--- config.mk ---
export PLATFORM = sky130hd
export DESIGN_NAME = bdp_eval
export DESIGN_NICKNAME = d
export VERILOG_FILES = /design/src/design/bdp_pkg.sv /design/src/design/bdp_eval.sv
export SDC_FILE = /design/constraint.sdc
export NUM_CORES = 1
export LEC_CHECK = 0
export ABC_AREA = 0
export BUFFER_PORTS_ARGS = -buffer_cell sky130_fd_sc_hd__buf_2
export CAP_MARGIN = 20
export CORE_AREA = 2 2 46 48
export DETAILED_ROUTE_END_ITERATION = 7
export DIE_AREA = 0 0 48 50
export GPL_ROUTABILITY_DRIVEN = 0
export PLACE_DENSITY = 0.78
export SLEW_MARGIN = 20
export SYNTH_ARGS = -nofsm -noshare
export SYNTH_HDL_FRONTEND = slang
export SYNTH_SLANG_ARGS = --single-unit
--- constraint.sdc ---
create_clock -name vclk -period 0.93
set_input_delay 0.0465 -clock vclk [all_inputs]
set_output_delay 0.0465 -clock vclk [all_outputs]
set_load 0.1 [all_outputs]
--- src/design/bdp_pkg.sv ---
// Shared types, widths and counter helpers for the branch direction predictor.
`default_nettype none
package bdp_pkg;

    localparam int PATTERN_ENTRIES_DEF = 512;
    localparam int HISTORY_ENTRIES_DEF = 1024;
    localparam int ADDR_W = 48;
    localparam int HIST_W = 9;
    localparam int C2_W   = 2;
    localparam int C3_W   = 3;
    localparam int NPRED  = 8;
    // global counter plus three selectors share one word
    localparam int GSEL_W = C3_W + 3 * C2_W;

    localparam logic [C2_W-1:0] C2_MAX = 2'b01;
    localparam logic [C2_W-1:0] C2_MIN = 2'b10;
    localparam logic [C3_W-1:0] C3_MAX = 3'b011;
    localparam logic [C3_W-1:0] C3_MIN = 3'b100;

    typedef struct packed {
        logic [C2_W-1:0] bim;
        logic [C2_W-1:0] lctr;
        logic [C3_W-1:0] gctr;
        logic [C3_W-1:0] hctr;
        logic [C2_W-1:0] sel_lg;
        logic [C2_W-1:0] sel_hl;
        logic [C2_W-1:0] sel_hg;
        logic            taken;
        logic            bwd;
    } t_eval_in;

    typedef struct packed {
        logic [NPRED-1:0] pred;
        logic [NPRED-1:0] wrong;
        logic [C2_W-1:0]  bim;
        logic [C2_W-1:0]  lctr;
        logic [C3_W-1:0]  gctr;
        logic [C3_W-1:0]  hctr;
        logic [C2_W-1:0]  sel_lg;
        logic [C2_W-1:0]  sel_hl;
        logic [C2_W-1:0]  sel_hg;
    } t_eval_out;

    function automatic logic [C2_W-1:0] sat2(input logic [C2_W-1:0] v, input logic up);
        logic [C2_W-1:0] r;
        r = v;
        if (up) begin
            if (v != C2_MAX) r = v + 2'd1;
        end else begin
            if (v != C2_MIN) r = v - 2'd1;
        end
        return r;
    endfunction

    function automatic logic [C3_W-1:0] sat3(input logic [C3_W-1:0] v, input logic up);
        logic [C3_W-1:0] r;
        r = v;
        if (up) begin
            if (v != C3_MAX) r = v + 3'd1;
        end else begin
            if (v != C3_MIN) r = v - 3'd1;
        end
        return r;
    endfunction

    // move toward the non-negative side when only the positive predictor was right
    function automatic logic [C2_W-1:0] steer(input logic [C2_W-1:0] v,
                                              input logic pos_ok, input logic neg_ok);
        logic [C2_W-1:0] r;
        r = v;
        if (pos_ok && !neg_ok) begin
            r = sat2(v, 1'b1);
        end else if (!pos_ok && neg_ok) begin
            r = sat2(v, 1'b0);
        end
        return r;
    endfunction

endpackage
`default_nettype wire

--- src/design/bdp_eval.sv ---
// Prediction, mispredict mask and counter/selector training for one word.
`default_nettype none
module bdp_eval (
    input  bdp_pkg::t_eval_in  i_in,
    output bdp_pkg::t_eval_out o_out
);
    import bdp_pkg::*;

    logic p_bim, p_loc, p_glb, p_hsh, nn_lg, p_pair, p_maj, p_tour;
    logic ok_loc, ok_glb, ok_hsh;

    always_comb begin
        p_bim  = ~i_in.bim[C2_W-1];
        p_loc  = ~i_in.lctr[C2_W-1];
        p_glb  = ~i_in.gctr[C3_W-1];
        p_hsh  = ~i_in.hctr[C3_W-1];
        nn_lg  = ~i_in.sel_lg[C2_W-1];
        p_pair = nn_lg ? p_loc : p_glb;
        p_maj  = (p_loc & p_glb) | (p_loc & p_hsh) | (p_glb & p_hsh);
        if (nn_lg) p_tour = ~i_in.sel_hl[C2_W-1] ? p_hsh : p_loc;
        else       p_tour = ~i_in.sel_hg[C2_W-1] ? p_hsh : p_glb;
        ok_loc = p_loc == i_in.taken;
        ok_glb = p_glb == i_in.taken;
        ok_hsh = p_hsh == i_in.taken;

        o_out.pred   = {p_tour, p_maj, p_pair, p_hsh, p_glb, p_loc, p_bim, i_in.bwd};
        o_out.wrong  = o_out.pred ^ {NPRED{i_in.taken}};
        o_out.bim    = sat2(i_in.bim, i_in.taken);
        o_out.lctr   = sat2(i_in.lctr, i_in.taken);
        o_out.gctr   = sat3(i_in.gctr, i_in.taken);
        o_out.hctr   = sat3(i_in.hctr, i_in.taken);
        o_out.sel_lg = steer(i_in.sel_lg, ok_loc, ok_glb);
        o_out.sel_hl = steer(i_in.sel_hl, ok_hsh, ok_loc);
        o_out.sel_hg = steer(i_in.sel_hg, ok_hsh, ok_glb);
    end
endmodule
`default_nettype wire

==> results of run 1 <==
-- through the flow --
stage	worst slack [ns]	cell area, sq um	instances	TNS, ns
after floorplan	-1.58	1390	124	-5.99
after global placement	-0.233	2300	230	-3.63
-- synthesized netlist by cell type --
cell type,count
a21oi_1,11
a21oi_2,1
a221oi_1,2
a311oi_1,1
a31oi_1,3
a32o_1,1
and3_1,1
buf_2,2
buf_4,12
buf_6,2
clkbuf_1,1
ha_1,6
inv_1,13
inv_2,2
maj3_1,4
maj3_2,1
mux2i_1,2
nand2_1,15
nand3_1,3
nand3b_1,1
nor2_1,9
nor2b_1,1
nor2b_4,1
nor3_1,2
nor4b_1,1
o211a_1,1
o211ai_1,1
o21ai_0,5
o221a_2,2
o22ai_1,2
o31ai_1,1
or2_2,2
xnor2_1,9
xnor2_2,1
xor2_1,1
xor2_2,1
-- kinds of logic after synthesis --
family	Yosys count	synth area share [%]
AND/OR/NAND/NOR	36	20.7
buffers and inverters	32	22.2
AO/OA/AOI/OAI	31	24.8
XOR/XNOR	12	14.6
adder cells (fa/ha/maj)	11	15.3
multiplexers	2	2.43
==> flow_metrics.env, run 1 <==
export IMPL_status="stopped before the end"
export IMPL_failing_step="detailed placement (3_5_place_dp)"
export IMPL_first_error="[ERROR DPL-0038] Utilization greater than 100%, impossible to legalize"
export IMPL_synth_area_leaders="buf_4, xnor2_1, ha_1, nand2_1, a21oi_1"
export IMPL_io_buffer_count=50
export IMPL_start_util_pct=43.3
export IMPL_fp_dieW_microns=48
export IMPL_yosysWarnings=0
export IMPL_synth_cell_types=36
export IMPL_netlist_instances=124
export IMPL_netlist_area_sq_um=823
export IMPL_netlist_top_cell_by_area="buf_4"
export IMPL_synthesis_nets=148
export IMPL_syn_area_per_cell_sq_um=6.64
export IMPL_die_h_microns=50
export IMPL_fp_row_count=16
export IMPL_synth_seq_area_share_pct=0
export IMPL_io_pins=50
export IMPL_synth_top_cell_area_share_pct=10.9
==> inputs of run 2 (changes only) <==
CORE_AREA = 2 2 63 65   (was 2 2 46 48)
DIE_AREA = 0 0 65 67   (was 0 0 48 50)
PLACE_DENSITY = default   (was 0.78)
PLACE_DENSITY_LB_ADDON = 0.15   (was default)
==> flow_metrics.env, run 2 <==
export IMPL_core_sq_mm=0.00361
export IMPL_cellPowerDensity_mw_per_mm2=1000
export IMPL_violations="negative setup slack"
export IMPL_clockBufferCount=0
export IMPL_cp_slowest_cell="clkbuf_16"
export IMPL_netlist_area_sq_um=823
export IMPL_post_route_period_util_pct=124
export IMPL_finalMaxSlewViolations=0
export IMPL_end_kind="primary output"
export IMPL_min_from="i_in[0]"
export IMPL_grt_pass1_vias=1226
export IMPL_netlist_instances=124
export IMPL_synth_area_leaders="buf_4, xnor2_1, ha_1, nand2_1, a21oi_1"
export IMPL_layout_common_cells="buf_4, buf_12, nand2_1, buf_6"
export IMPL_power_mw=2.83
export IMPL_cp_start_kind="input pin"
export IMPL_netlist_top_cells_count="nand2_1, inv_1, buf_4"
export IMPL_antenna_found_initial=0
export IMPL_holdPathStages=2
export IMPL_via_per_inst=4.53
export IMPL_crit_family="buffers and inverters"
export IMPL_hp_class="input pin to primary output"
export IMPL_finalNonFillerCells=268
export IMPL_layout_min_cycle_time_ns=1.15
export IMPL_design_area_sq_mm=0.00283
export IMPL_path_cells="buf_8 -> buf_12 -> xor2_4 -> nor2_4 -> nand3b_1 -> o211ai_1 -> clkbuf_16"
export IMPL_fin_nets=246
export IMPL_hold_viol_final=0
export IMPL_fin_util_pct=78.4
export IMPL_crit_path_max_fanout=4
export IMPL_synth_seq_area_share_pct=0
export IMPL_ir_worst_vdd_v=0.000647
export IMPL_die_area_sq_mm=0.00436
export IMPL_synth_most_common_cell="nand2_1"
export IMPL_grt_max_degree=9
export IMPL_start_util_pct=22.8
export IMPL_synth_cell_types=36
export IMPL_grt_pass1_wl_microns=5830
export IMPL_dp_cells=251
export IMPL_synth_top_cell_area_share_pct=10.9
export IMPL_drive_gt1_share_pct=85.0
export IMPL_ff_latch_area_sq_um=0
export IMPL_io_buffer_count=50
export IMPL_hold_end="o_out[24]"
export IMPL_criticalPathCategory="input pin to primary output"
export IMPL_first_pass_iters=3
export IMPL_leakagePower_nw=1.19
export IMPL_cts_hold_buffers=0
export IMPL_synthesis_nets=148
export IMPL_detail_route_iter0_violations=22
export IMPL_cp_num_buf_inv=3
export IMPL_status="finished, violations left"
export IMPL_cap_violations=0
export IMPL_place_ws_ns=-0.268
export IMPL_layout_commonest_cell="buf_4"
export IMPL_crit_required_ns=0.88
export IMPL_grt_ovfl_total=0
export IMPL_yosysWarnings=0
export IMPL_max_stage_delay_ns=0.26
export IMPL_drc_errors=0
export IMPL_wl_per_cell_microns=13.4
export IMPL_area_delta_synth_final_pct=243
export IMPL_seq_cell_count=0
export IMPL_dpl_hpwl_microns=2610
export IMPL_fp_dieW_microns=65
export IMPL_drt_antenna_violating_nets=0
export IMPL_routed_wl_microns=3600
export IMPL_die_h_microns=67
export IMPL_io_pins=50
export IMPL_dr_total_vias=1215
export IMPL_tightest_slew_ns=0.306
export IMPL_netlist_top_cell_by_area="buf_4"
export IMPL_track_usage_pct=16.7
export IMPL_slew_headroom_pct=79.6
export IMPL_finalSetupViolCount=26
export IMPL_rsz0062_at_grt="yes"
export IMPL_finalWorstSetupSlack_ns=-0.221
export IMPL_syn_area_per_cell_sq_um=6.64
export IMPL_diodes=0
export IMPL_max_freq_mhz=869
export IMPL_cp_arrival_ns=1.10
export IMPL_placed_area_sq_mm=0.00230
export IMPL_fp_row_count=22
run 2: cell counts after synthesis:
No cell type changed its count.
run 2: kinds of logic after synthesis:
logic type	Yosys count	share of synthesized area (%)
AND/OR/NAND/NOR	36	20.7
AO/OA/AOI/OAI	31	24.8
adder cells (fa/ha/maj)	11	15.3
multiplexers	2	2.43
buffers and inverters	32	22.2
XOR/XNOR	12	14.6
run 2: cell type report:
cell class,count,area [sq um]
Tap cell,48,60.1
Multi-Input combinational cell,92,1210
Fill cell,218,779
Timing Repair Buffer,113,1450
Inverter,15,104
run 2: worst max-delay path by stage:
stage	startpoint	endpoint	slack, ns	cells after the start
final	i_in[1]	o_out[2]	-0.22	7
after global routing	i_in[1]	o_out[2]	-0.27	7
after CTS	i_in[1]	o_out[0]	-0.23	7
after detailed placement	i_in[1]	o_out[9]	-0.27	7
after global placement	i_in[1]	o_out[2]	-0.24	7
after floorplan	i_in[15]	o_out[2]	-1.58	4
run 2: routing by layer:
metal	routed length (microns)	up-vias	global-route usage [%]
li1	-	606	-
met1	1250	573	18.5
met2	2180	34	35.7
met3	151	2	1.35
met4	15	0	0
met5	0	-	0
run 2: through the flow:
stage	setup TNS (ns)	hold WS, ns
floorplan	-5.99	0.294
global placement	-4.26	0.416
detailed placement	-4.67	0.419
CTS	-2.83	0.420
global route	-4.11	0.435
finish	-3.37	0.417
run 2: where the power goes:
group	internal, mW	switching [mW]
Combinational	1.19	1.64
Sequential	0	0
Clock	0	0
run 2: what timing repair did:
item | in CTS | in global routing
setup endpoints to repair | 26 | 27
pin swaps | 22 | 18
setup buffers | 10 | 7
resized for setup | 75 | 19
Note: power is estimated with default switching activity, not from simulation.
==> inputs of run 3 (changes only) <==
GPL_TIMING_DRIVEN = 0   (was default)
==> flow_metrics.env, run 3 (same netlist as run 2, synthesis figures left out) <==
export IMPL_status="finished, violations left"
export IMPL_violations="negative setup slack"
export IMPL_crit_required_ns=0.88
export IMPL_layout_min_cycle_time_ns=1.16
export IMPL_crit_top_cell="buf_12"
export IMPL_rsz0062_at_grt="yes"
export IMPL_ff_latch_area_sq_um=0
export IMPL_place_ws_ns=-0.610
export IMPL_track_usage_pct=15.2
export IMPL_post_route_period_util_pct=125
export IMPL_cp_slowest_cell="a221oi_4"
export IMPL_die_h_microns=67
export IMPL_hold_viol_final=0
export IMPL_cp_arrival_ns=1.11
export IMPL_end_kind="primary output"
export IMPL_power_mw=2.56
export IMPL_finalWorstSetupSlack_ns=-0.230
export IMPL_max_freq_mhz=862
export IMPL_cts_hold_buffers=0
export IMPL_fp_row_count=22
export IMPL_n_fill_cell=255
export IMPL_max_stage_delay_ns=0.23
export IMPL_via_per_inst=4.68
export IMPL_crit_path_max_fanout=6
export IMPL_dpl_hpwl_microns=2160
export IMPL_diodes=0
export IMPL_slew_headroom_pct=67.5
export IMPL_dr_total_vias=1122
export IMPL_layout_commonest_cell="buf_12"
export IMPL_dp_cells=218
export IMPL_grt_ovfl_total=0
export IMPL_wl_per_cell_microns=13.1
export IMPL_routed_wl_microns=3140
export IMPL_grt_pass1_wl_microns=5360
export IMPL_clockBufferCount=0
export IMPL_leakagePower_nw=1.00
export IMPL_detail_route_iter0_violations=19
export IMPL_finalSetupViolCount=18
export IMPL_core_sq_mm=0.00361
export IMPL_seq_cell_count=0
export IMPL_finalNonFillerCells=240
export IMPL_fin_nets=218
export IMPL_start_util_pct=22.8
export IMPL_cp_start_kind="input pin"
export IMPL_tightest_slew_ns=0.491
export IMPL_design_area_sq_mm=0.00246
export IMPL_path_cells="buf_8 -> buf_12 -> buf_12 -> xnor2_4 -> nor2_2 -> a221oi_4 -> buf_12"
export IMPL_drc_errors=0
export IMPL_criticalPathCategory="input pin to primary output"
export IMPL_ir_worst_vdd_v=0.000749
export IMPL_io_pins=50
export IMPL_placed_area_sq_mm=0.00168
export IMPL_cap_violations=0
export IMPL_die_area_sq_mm=0.00436
export IMPL_area_delta_synth_final_pct=199
export IMPL_layout_common_cells="buf_12, buf_4, buf_6, buf_2, xnor2_4"
export IMPL_cellPowerDensity_mw_per_mm2=1040
export IMPL_drive_gt1_share_pct=82.8
export IMPL_finalMaxSlewViolations=0
export IMPL_drt_antenna_violating_nets=0
export IMPL_grt_pass1_vias=1142
export IMPL_hp_class="input pin to primary output"
export IMPL_antenna_found_initial=0
export IMPL_io_buffer_count=46
export IMPL_fp_dieW_microns=65
export IMPL_multi_input_area_sq_mm=0.00124
export IMPL_grt_max_degree=11
export IMPL_first_pass_iters=4
run 3: cell types whose count changed in the layout (fill, tap and decap cells not counted), moves of 6 or more:
cell and change:
buf_8 -6, buf_6 +6, buf_12 -12, buf_4 -20
run 3: metal layers:
metal | vias to the layer above | wire length [microns] | global-route usage, %
met5 | - | 0 | 0
met1 | 528 | 1180 | 18.3
met4 | 0 | 10 | 0.532
li1 | 560 | - | -
met3 | 2 | 137 | 0.845
met2 | 32 | 1810 | 30.7
run 3: path summary, 6_finish.rpt:
kind	start	end	slack (ns)	cells past startpoint
setup / recovery	i_in[13]	o_out[0]	-0.23	7
hold / removal	i_in[4]	o_out[3]	0.47	3
run 3: worst max-delay path, delay by kind of cell:
| kind | cells | cell delay [ns] |
|---|---|---|
| AO/OA/AOI/OAI | 1 | 0.23 |
| XOR/XNOR | 1 | 0.18 |
| buffers and inverters | 4 | 0.57 |
| AND/OR/NAND/NOR | 1 | 0.07 |
run 3: per-stage QoR:
step                      setup TNS [ns]  hold slack, ns  utilization, %
after floorplan                    -5.99           0.294               -
after global placement             -7.34           0.543            46.5
after detailed placement           -7.78           0.558            46.5
after CTS                          -2.50           0.461            65.4
after global routing               -3.27           0.509            68.3
final                              -2.45           0.473            68.3
run 3: power by group:
group	total (mW)	switching, mW	internal [mW]
combinational	2.56	1.58	0.983
sequential	0	0	0
clock	0	0	0
total	2.56	1.58	0.983
run 3: what timing repair did:
action	in CTS	in global routing
setup endpoints to repair	27	21
resized for setup	139	13
pin swaps	31	14
gates cloned	0	0
buffers inserted	17	5
run 3: cell type report:
| type | count | share of cell area (%) |
|---|---|---|
| well taps | 48 | 2.44 |
| inverters | 15 | 3.91 |
| multi-input cells | 92 | 50.3 |
| repair buffers | 68 | 33.2 |
| plain buffers | 17 | 10.1 |
==> inputs of run 4 (changes only) <==
ABC_AREA = 1   (was 0)
==> flow_metrics.env, run 4 <==
export IMPL_crit_path_max_fanout=6
export IMPL_netlist_instances=137
export IMPL_drc_errors=0
export IMPL_cp_start_kind="input pin"
export IMPL_met1_usage_pct=18.2
export IMPL_cts_hold_buffers=0
export IMPL_routed_wl_microns=3320
export IMPL_dpl_hpwl_microns=2340
export IMPL_whs_ns=0.471
export IMPL_diodes=0
export IMPL_die_h_microns=67
export IMPL_drive_gt1_share_pct=85.4
export IMPL_grt_busiest_layer="met2"
export IMPL_place_ws_ns=-0.685
export IMPL_io_pins=50
export IMPL_fin_nets=238
export IMPL_status="finished, violations left"
export IMPL_met2_usage_pct=32.2
export IMPL_drt_antenna_violating_nets=0
export IMPL_synth_top_cell_area_share_pct=23.2
export IMPL_die_area_sq_mm=0.00436
export IMPL_layout_commonest_cell="buf_4"
export IMPL_grt_pass1_vias=1151
export IMPL_cellPowerDensity_mw_per_mm2=979
export IMPL_grtUsageMet3_pct=1.18
export IMPL_netlist_top_cells_count="nand2_1, inv_1, nand3_1"
export IMPL_placed_area_sq_mm=0.00163
export IMPL_design_area_sq_mm=0.00256
export IMPL_via_per_inst=4.41
export IMPL_seq_cell_count=0
export IMPL_synth_most_common_cell="nand2_1"
export IMPL_io_buffer_count=50
export IMPL_synthesis_nets=161
export IMPL_synth_seq_area_share_pct=0
export IMPL_detail_route_iter0_violations=16
export IMPL_netlist_area_sq_um=727
export IMPL_grt_ovfl_total=0
export IMPL_yosysWarnings=0
export IMPL_violations="negative setup slack"
export IMPL_antenna_found_initial=0
export IMPL_finalWorstSetupSlack_ns=-0.160
export IMPL_fp_row_count=22
export IMPL_post_route_period_util_pct=117
export IMPL_hold_viol_final=0
export IMPL_syn_area_per_cell_sq_um=5.31
export IMPL_grt_max_degree=10
export IMPL_track_usage_pct=15.6
export IMPL_rsz0062_at_grt="yes"
export IMPL_ff_latch_area_sq_um=0
export IMPL_cp_arrival_ns=1.04
export IMPL_dr_total_vias=1147
export IMPL_crit_required_ns=0.88
export IMPL_wl_per_cell_microns=12.8
export IMPL_synth_area_leaders="nand2_1, inv_1, ha_1, buf_4, xor2_1"
export IMPL_leakagePower_nw=1.11
export IMPL_core_sq_mm=0.00361
export IMPL_layout_min_cycle_time_ns=1.09
export IMPL_synth_cell_types=22
export IMPL_netlist_top_cell_by_area="nand2_1"
export IMPL_finalSetupViolCount=16
export IMPL_ir_worst_vdd_v=0.000513
export IMPL_first_pass_iters=2
export IMPL_cap_violations=0
export IMPL_slew_headroom_pct=67.5
export IMPL_criticalPathCategory="input pin to primary output"
export IMPL_tightest_slew_ns=0.491
export IMPL_clockBufferCount=0
export IMPL_max_freq_mhz=918
export IMPL_setup_tns_ns=-1.31
export IMPL_fp_dieW_microns=65
export IMPL_grt_pass1_wl_microns=5470
export IMPL_area_delta_synth_final_pct=253
export IMPL_start_util_pct=20.2
export IMPL_end_kind="primary output"
export IMPL_layout_common_cells="buf_4, buf_12, nand2_4, nand2_8, buf_2"
export IMPL_hp_class="input pin to primary output"
export IMPL_finalMaxSlewViolations=0
## run 4: kinds of logic (layout without fill, tap and decap cells)
kind of cell             count (synthesis)  in the layout  synth area share [%]
XOR/XNOR                                 6              6                  7.23
AO/OA/AOI/OAI                           20             20                  17.6
buffers and inverters                   34            109                  23.4
AND/OR/NAND/NOR                         71             71                  41.5
adder cells (fa/ha/maj)                  6              6                  10.3
## run 4: worst max-delay path: stages
cell     delay (ns)
buf_16         0.13
buf_12         0.14
buf_6          0.13
o22ai_4        0.21
xor2_4         0.18
buf_12         0.19
## run 4: final timing paths
path | start | to | slack, ns | cells after the start
worst min-delay path | i_in[0] | o_out[16] | 0.47 | 3
worst max-delay path | i_in[1] | o_out[6] | -0.16 | 6
## run 4: report_power, final
group | switching [mW] | leakage (nW) | total [mW] | internal (mW)
Combinational | 1.62 | 1.11 | 2.51 | 0.891
Clock | 0 | 0 | 0 | 0
Sequential | 0 | 0 | 0 | 0
Total | 1.62 | 1.11 | 2.51 | 0.891
## run 4: cell type report
type	instances	area, sq um
Buffer	8	76.3
Timing Repair Buffer	76	910
Multi-Input combinational cell	103	1340
Tap cell	48	60.1
Inverter	25	179
Fill cell	241	1040
## run 4: per-layer routing
metal	routed length [microns]	part of all wire, %
met1	1190	36
met2	2040	61
met3	98	3.0
met4	0	0
met5	0	0
## run 4: stage by stage
step | std cells | power (mW) | util (%)
after floorplan | 137 | 1.57 | -
after global placement | 235 | 1.82 | 45.1
after detailed placement | 235 | 1.85 | 45.1
after CTS | 253 | 2.40 | 65.3
after global routing | 260 | 2.60 | 71.1
final | 260 | 2.51 | 71.1
## run 4: repair_timing
action                                  CTS  global route
buffers inserted                         19             7
endpoints found under the setup margin   28            23
hold endpoints to repair                  0             0
pin swaps                                31            14
gates resized for setup                 153            35
gates cloned                              0             0
